<file path="src/hw/rtl/tksd_pkg.sv">
package tksd_pkg;

  localparam int ByteW = 8;
  localparam int KeyW  = 12;
  localparam int ModeW = 2;
  localparam int DigW  = 3;

  typedef enum logic [2:0] {
    PH_IDLE  = 3'd0,
    PH_ESC   = 3'd1,
    PH_CSI   = 3'd2,
    PH_TILDE = 3'd3,
    PH_PC    = 3'd4
  } phase_t;

  typedef enum logic [ModeW-1:0] {
    MODE_CR      = 2'd0,
    MODE_CONSOLE = 2'd1,
    MODE_LF      = 2'd2,
    MODE_SPARE   = 2'd3
  } enter_mode_t;

  localparam logic [ByteW-1:0] B_NUL   = 8'h00;
  localparam logic [ByteW-1:0] B_BS    = 8'h08;
  localparam logic [ByteW-1:0] B_TAB   = 8'h09;
  localparam logic [ByteW-1:0] B_LF    = 8'h0A;
  localparam logic [ByteW-1:0] B_CR    = 8'h0D;
  localparam logic [ByteW-1:0] B_ESC   = 8'h1B;
  localparam logic [ByteW-1:0] B_DIG1  = 8'h31;
  localparam logic [ByteW-1:0] B_DIG6  = 8'h36;
  localparam logic [ByteW-1:0] B_UP    = 8'h41;
  localparam logic [ByteW-1:0] B_DOWN  = 8'h42;
  localparam logic [ByteW-1:0] B_RIGHT = 8'h43;
  localparam logic [ByteW-1:0] B_LEFT  = 8'h44;
  localparam logic [ByteW-1:0] B_BRKT  = 8'h5B;
  localparam logic [ByteW-1:0] B_TILDE = 8'h7E;
  localparam logic [ByteW-1:0] B_DEL   = 8'h7F;
  localparam logic [ByteW-1:0] B_EXT   = 8'hE0;

  localparam logic [KeyW-1:0] K_BKSP    = 12'h101;
  localparam logic [KeyW-1:0] K_ESC     = 12'h102;
  localparam logic [KeyW-1:0] K_INS     = 12'h103;
  localparam logic [KeyW-1:0] K_DEL     = 12'h104;
  localparam logic [KeyW-1:0] K_LEFT    = 12'h105;
  localparam logic [KeyW-1:0] K_RIGHT   = 12'h106;
  localparam logic [KeyW-1:0] K_UP      = 12'h107;
  localparam logic [KeyW-1:0] K_DOWN    = 12'h108;
  localparam logic [KeyW-1:0] K_HOME    = 12'h109;
  localparam logic [KeyW-1:0] K_END     = 12'h10A;
  localparam logic [KeyW-1:0] K_ENTER   = 12'h10B;
  localparam logic [KeyW-1:0] K_TAB     = 12'h10C;
  localparam logic [KeyW-1:0] K_PGUP    = 12'h10D;
  localparam logic [KeyW-1:0] K_PGDN    = 12'h10E;
  localparam logic [KeyW-1:0] K_CLEFT   = 12'h10F;
  localparam logic [KeyW-1:0] K_CRIGHT  = 12'h111;
  localparam logic [KeyW-1:0] K_CHOME   = 12'h112;
  localparam logic [KeyW-1:0] K_CEND    = 12'h113;
  localparam logic [KeyW-1:0] K_UNKNOWN = 12'hFFF;

  // Decoder state held between items.
  typedef struct packed {
    phase_t              phase;
    logic [DigW-1:0]     digit;
  } dec_state_t;

  // What one byte produces: an optional key and the following state.
  typedef struct packed {
    logic                emit;
    logic [KeyW-1:0]     key_code;
    dec_state_t          state_next;
  } dec_result_t;

  function automatic logic [KeyW-1:0] tilde_key(input logic [DigW-1:0] digit);
    logic [KeyW-1:0] k;
    case (digit)
      3'd0:    k = K_HOME;
      3'd1:    k = K_INS;
      3'd2:    k = K_DEL;
      3'd3:    k = K_END;
      3'd4:    k = K_PGUP;
      3'd5:    k = K_PGDN;
      default: k = K_UNKNOWN;
    endcase
    return k;
  endfunction

  function automatic logic [KeyW-1:0] pc_scan(input logic [ByteW-1:0] b);
    logic [KeyW-1:0] k;
    case (b)
      8'h47:   k = K_HOME;
      8'h48:   k = K_UP;
      8'h49:   k = K_PGUP;
      8'h4B:   k = K_LEFT;
      8'h4D:   k = K_RIGHT;
      8'h4F:   k = K_END;
      8'h50:   k = K_DOWN;
      8'h51:   k = K_PGDN;
      8'h52:   k = K_INS;
      8'h53:   k = K_DEL;
      8'h73:   k = K_CLEFT;
      8'h74:   k = K_CRIGHT;
      8'h75:   k = K_CEND;
      8'h77:   k = K_CHOME;
      default: k = K_UNKNOWN;
    endcase
    return k;
  endfunction

endpackage

</file>
<file path="src/hw/rtl/tksd_decode.sv">
module tksd_decode
  import tksd_pkg::*;
(
  input  dec_state_t       state,
  input  logic [ByteW-1:0] in_byte,
  input  enter_mode_t      enter_mode,
  output dec_result_t      result
);

  logic lf_mode;

  assign lf_mode = (enter_mode == MODE_LF);

  always_comb begin
    result.emit             = 1'b1;
    result.key_code         = K_UNKNOWN;
    result.state_next.phase = PH_IDLE;
    result.state_next.digit = state.digit;

    case (state.phase)
      PH_ESC: begin
        if (in_byte == B_ESC) begin
          result.key_code = K_ESC;
        end else if (in_byte == B_BRKT) begin
          result.emit             = 1'b0;
          result.state_next.phase = PH_CSI;
        end
      end
      PH_CSI: begin
        if (in_byte inside {[B_DIG1:B_DIG6]}) begin
          result.emit             = 1'b0;
          result.state_next.phase = PH_TILDE;
          result.state_next.digit = DigW'(in_byte - B_DIG1);
        end else begin
          case (in_byte)
            B_UP:    result.key_code = K_UP;
            B_DOWN:  result.key_code = K_DOWN;
            B_RIGHT: result.key_code = K_RIGHT;
            B_LEFT:  result.key_code = K_LEFT;
            default: result.key_code = K_UNKNOWN;
          endcase
        end
      end
      PH_TILDE: begin
        if (in_byte == B_TILDE) begin
          result.key_code = tilde_key(state.digit);
        end
      end
      PH_PC: begin
        result.key_code = pc_scan(in_byte);
      end
      default: begin
        // Idle; the spare mode code falls through to the CR-is-enter behavior.
        case (in_byte)
          B_BS, B_DEL: result.key_code = K_BKSP;
          B_TAB:       result.key_code = K_TAB;
          B_CR:        result.key_code = lf_mode ? K_UNKNOWN : K_ENTER;
          B_LF: begin
            if (lf_mode) begin
              result.key_code = K_ENTER;
            end else if (enter_mode == MODE_CONSOLE) begin
              result.key_code = K_UNKNOWN;
            end else begin
              result.key_code = KeyW'(in_byte);
            end
          end
          B_ESC: begin
            result.emit             = 1'b0;
            result.state_next.phase = PH_ESC;
          end
          B_NUL, B_EXT: begin
            result.emit             = 1'b0;
            result.state_next.phase = PH_PC;
          end
          default:     result.key_code = KeyW'(in_byte);
        endcase
      end
    endcase
  end

endmodule

</file>
<file path="config.mk">
export PLATFORM = sky130hd
export DESIGN_NAME = tksd_decode
export DESIGN_NICKNAME = d
export VERILOG_FILES = /design/src/hw/rtl/tksd_pkg.sv /design/src/hw/rtl/tksd_decode.sv
export SDC_FILE = /design/constraint.sdc
export NUM_CORES = 1
export LEC_CHECK = 0
export BUFFER_PORTS_ARGS = -buffer_cell sky130_fd_sc_hd__buf_2
export CAP_MARGIN = 20
export CORE_MARGIN = 4
export CORE_UTILIZATION = 25
export DETAILED_ROUTE_END_ITERATION = 8
export PLACE_DENSITY_LB_ADDON = 0.1
export SETUP_SLACK_MARGIN = 0.02
export SYNTH_ARGS = -nofsm -noshare
export SYNTH_HDL_FRONTEND = slang
export SYNTH_SLANG_ARGS = --single-unit
</file>
<file path="constraint.sdc">
create_clock -name vclk -period 9.55
set_clock_uncertainty 0.1 [all_clocks]
set_input_delay 2.3875 -clock vclk [all_inputs]
set_output_delay 2.3875 -clock vclk [all_outputs]
set_load 0.01 [all_outputs]
</file>
==> run summary <==
Status: completed
Setup Buffers After CTS: 0
Crit path largest cell delay: 400 ps
Distinct cells, synth: 60
Slowest stage cell, crit path: or2_2
Area contributors post-synth: nor2_1 (7.8%), ha_1 (7.8%), o21ai_0 (6.2%)
Largest net degree at the start of global routing: 25
Worst setup path class: in -> out
Post-place setup slack: 2460 ps
Critical Path Source Type: input port
Iter 0 DRT Violations: 193
Core Box Area: 0.00485 mm^2
Complex-gate fraction of the synthesized area: 0.350
Post-Synth Adder-Cell Area: 0.0775
PwrDens: 40.9 mW/mm^2
Fillcell total: 575
Critical Path Fanout Max: 15
Fin Setup TNS: 0 ps
Post-Synthesis Cells: 210
Fin. Hold Viols: 0
HP Class: in -> out
Fin crit period: 7100 ps
Via density: 5.33
WL final: 4.79 mm
Syn Area/Cell: 6.15 um^2
Design Power: 59.6 uW
Port Buf Inserts: 35
Critical path endpoint category: primary output
Slew headroom: 0.443
Remaining DRCs: 0
Overflow after GRT: 0
IO Pins: 35
Yosys warns: 0
PostCTS Resize Cnt: 0
Critical Path Most Common Cell: buf_2
Hold_sp: in_byte[0]
Fin area: 0.00146 mm^2
Routed via count: 1568
Die area: 0.00638 mm^2
WL per Instance: 16.3 um
Ant diodes: 0
Layout cell share with drive strength beyond 1: 0.189
Synth top area share: 0.0785
CP required: 7060 ps
Main combinational cell family by area after synthesis: simple AND/OR/NAND/NOR gates
Initial Util: 0.266
Placed instance area: 0.00146 mm^2
Final setup viols: 0
Hold buffers post-CTS: 0
Actual slew at the worst max-slew pin: 830 ps
Most instantiated cells after synthesis: nor2_1 (27), nand2_1 (16), o21ai_0 (16)
HPWL after detailed placement: 3.69 mm
Max VDD drop: 18.6 uV
Sequential element share of the synthesized area: 0
Final Max Tran Viols: 0
Net count after synthesis: 234
Router iterations before antenna repair: 4
Post-Synth XOR/XNOR Area: 0.0203
Sequential cell count: 0
GPL Wtd Cong: 0.882
Vias in the first global route: 1494
First-pass GRT wire length: 7.87 mm
Die height: 79.9 um
Hold Path Stages: 3
Antenna-violating nets left: 0
P_leak: 0.000569 uW
RSZ-0062 raised after global routing: no
Ratio of final minimum period to clock period: 0.743
PnR worst setup slack: 2450 ps
Mux contribution to synthesized area: 0
Area leader, netlist: nor2_1
Die Wd: 79.9 um
Clock Buffer Count: 0
Most numerous cell in the Yosys netlist: nor2_1
Footprint of the multi-input gates: 0.00115 mm^2
NumNets Final: 253
Hold endpoint: result[0]
Simple-gate share of the synthesized area: 0.443
All-Layer GR Usage: 0.150
Register Area: 0 um^2
CP Cell Sequence: buf_2, inv_1, ha_1, or2_2, o2111ai_1, o311ai_0, nor3_2, nor3b_1, a22oi_1, buf_2
Worst EP arrival: 4610 ps
Initial antenna violation count: 0
Num rows: 25
Layout area overhead: 12.9%
Critical Path Start: in_byte[1]
Max frequency: 141 MHz
Post-Syn Area: 0.00129 mm^2
Maxcap violations: 0
## report_power, final
part	internal (uW)	switching, uW	total (uW)	leakage (uW)
logic	21.5	38.1	59.6	0.000569
clock network	0	0	0	0
registers	0	0	0	0
## cell families (layout without fill, tap and decap cells)
kind of cell	count (synthesis)	count (layout)
xor gates and xnor gates	3	3
and+or+nand+nor	100	100
buffers and inverters	31	48
adders and majority gates	8	8
AOI/OAI and AO/OA	68	68
## worst max-delay path, delay by kind of cell
| kind | cells | cell delay, ps |
|---|---|---|
| buf+inv | 3 | 360 |
| fa+ha+maj | 1 | 390 |
| compound gates | 3 | 570 |
| simple gates | 3 | 890 |
## worst max-delay path by stage
stage,to,slack [ps],cells past startpoint
after floorplan,result[16],2920,9
after global placement,result[1],2390,8
after detailed placement,result[8],2460,10
after CTS,result[8],2450,10
after global routing,result[1],2140,8
final,result[8],2450,10
## per-layer routing
metal / wire length, um / GRT usage
met4: 0 / 0.00169
met1: 2340 / 0.219
met5: 0 / 0
met2: 2190 / 0.250
met3: 258 / 0.0147
## per-stage QoR
stage | std cells | utilization | hold WS (ps)
after floorplan | 210 | - | 4800
after global placement | 294 | 0.301 | 5020
after detailed placement | 294 | 0.301 | 5020
after CTS | 294 | 0.301 | 5020
after global routing | 294 | 0.301 | 5040
final | 294 | 0.301 | 5020
## layout make-up
cell class,instances,share of cell area
multi-input combinational,179,0.789
timing repair buffer,35,0.120
inverter,13,0.0335
tap,67,0.0575
## layout by cell type (no fill, tap or decap), types with 4 or more instances in the layout
cell type	instances
o21ai_0	16
nand3_1	9
nand2_1	16
nor3_1	9
nor2_1	27
ha_1	8
nor2b_1	6
inv_1	13
o22ai_1	4
buf_2	35
a21oi_1	13
nand3b_1	6
Power figures use the tool's default switching activity.
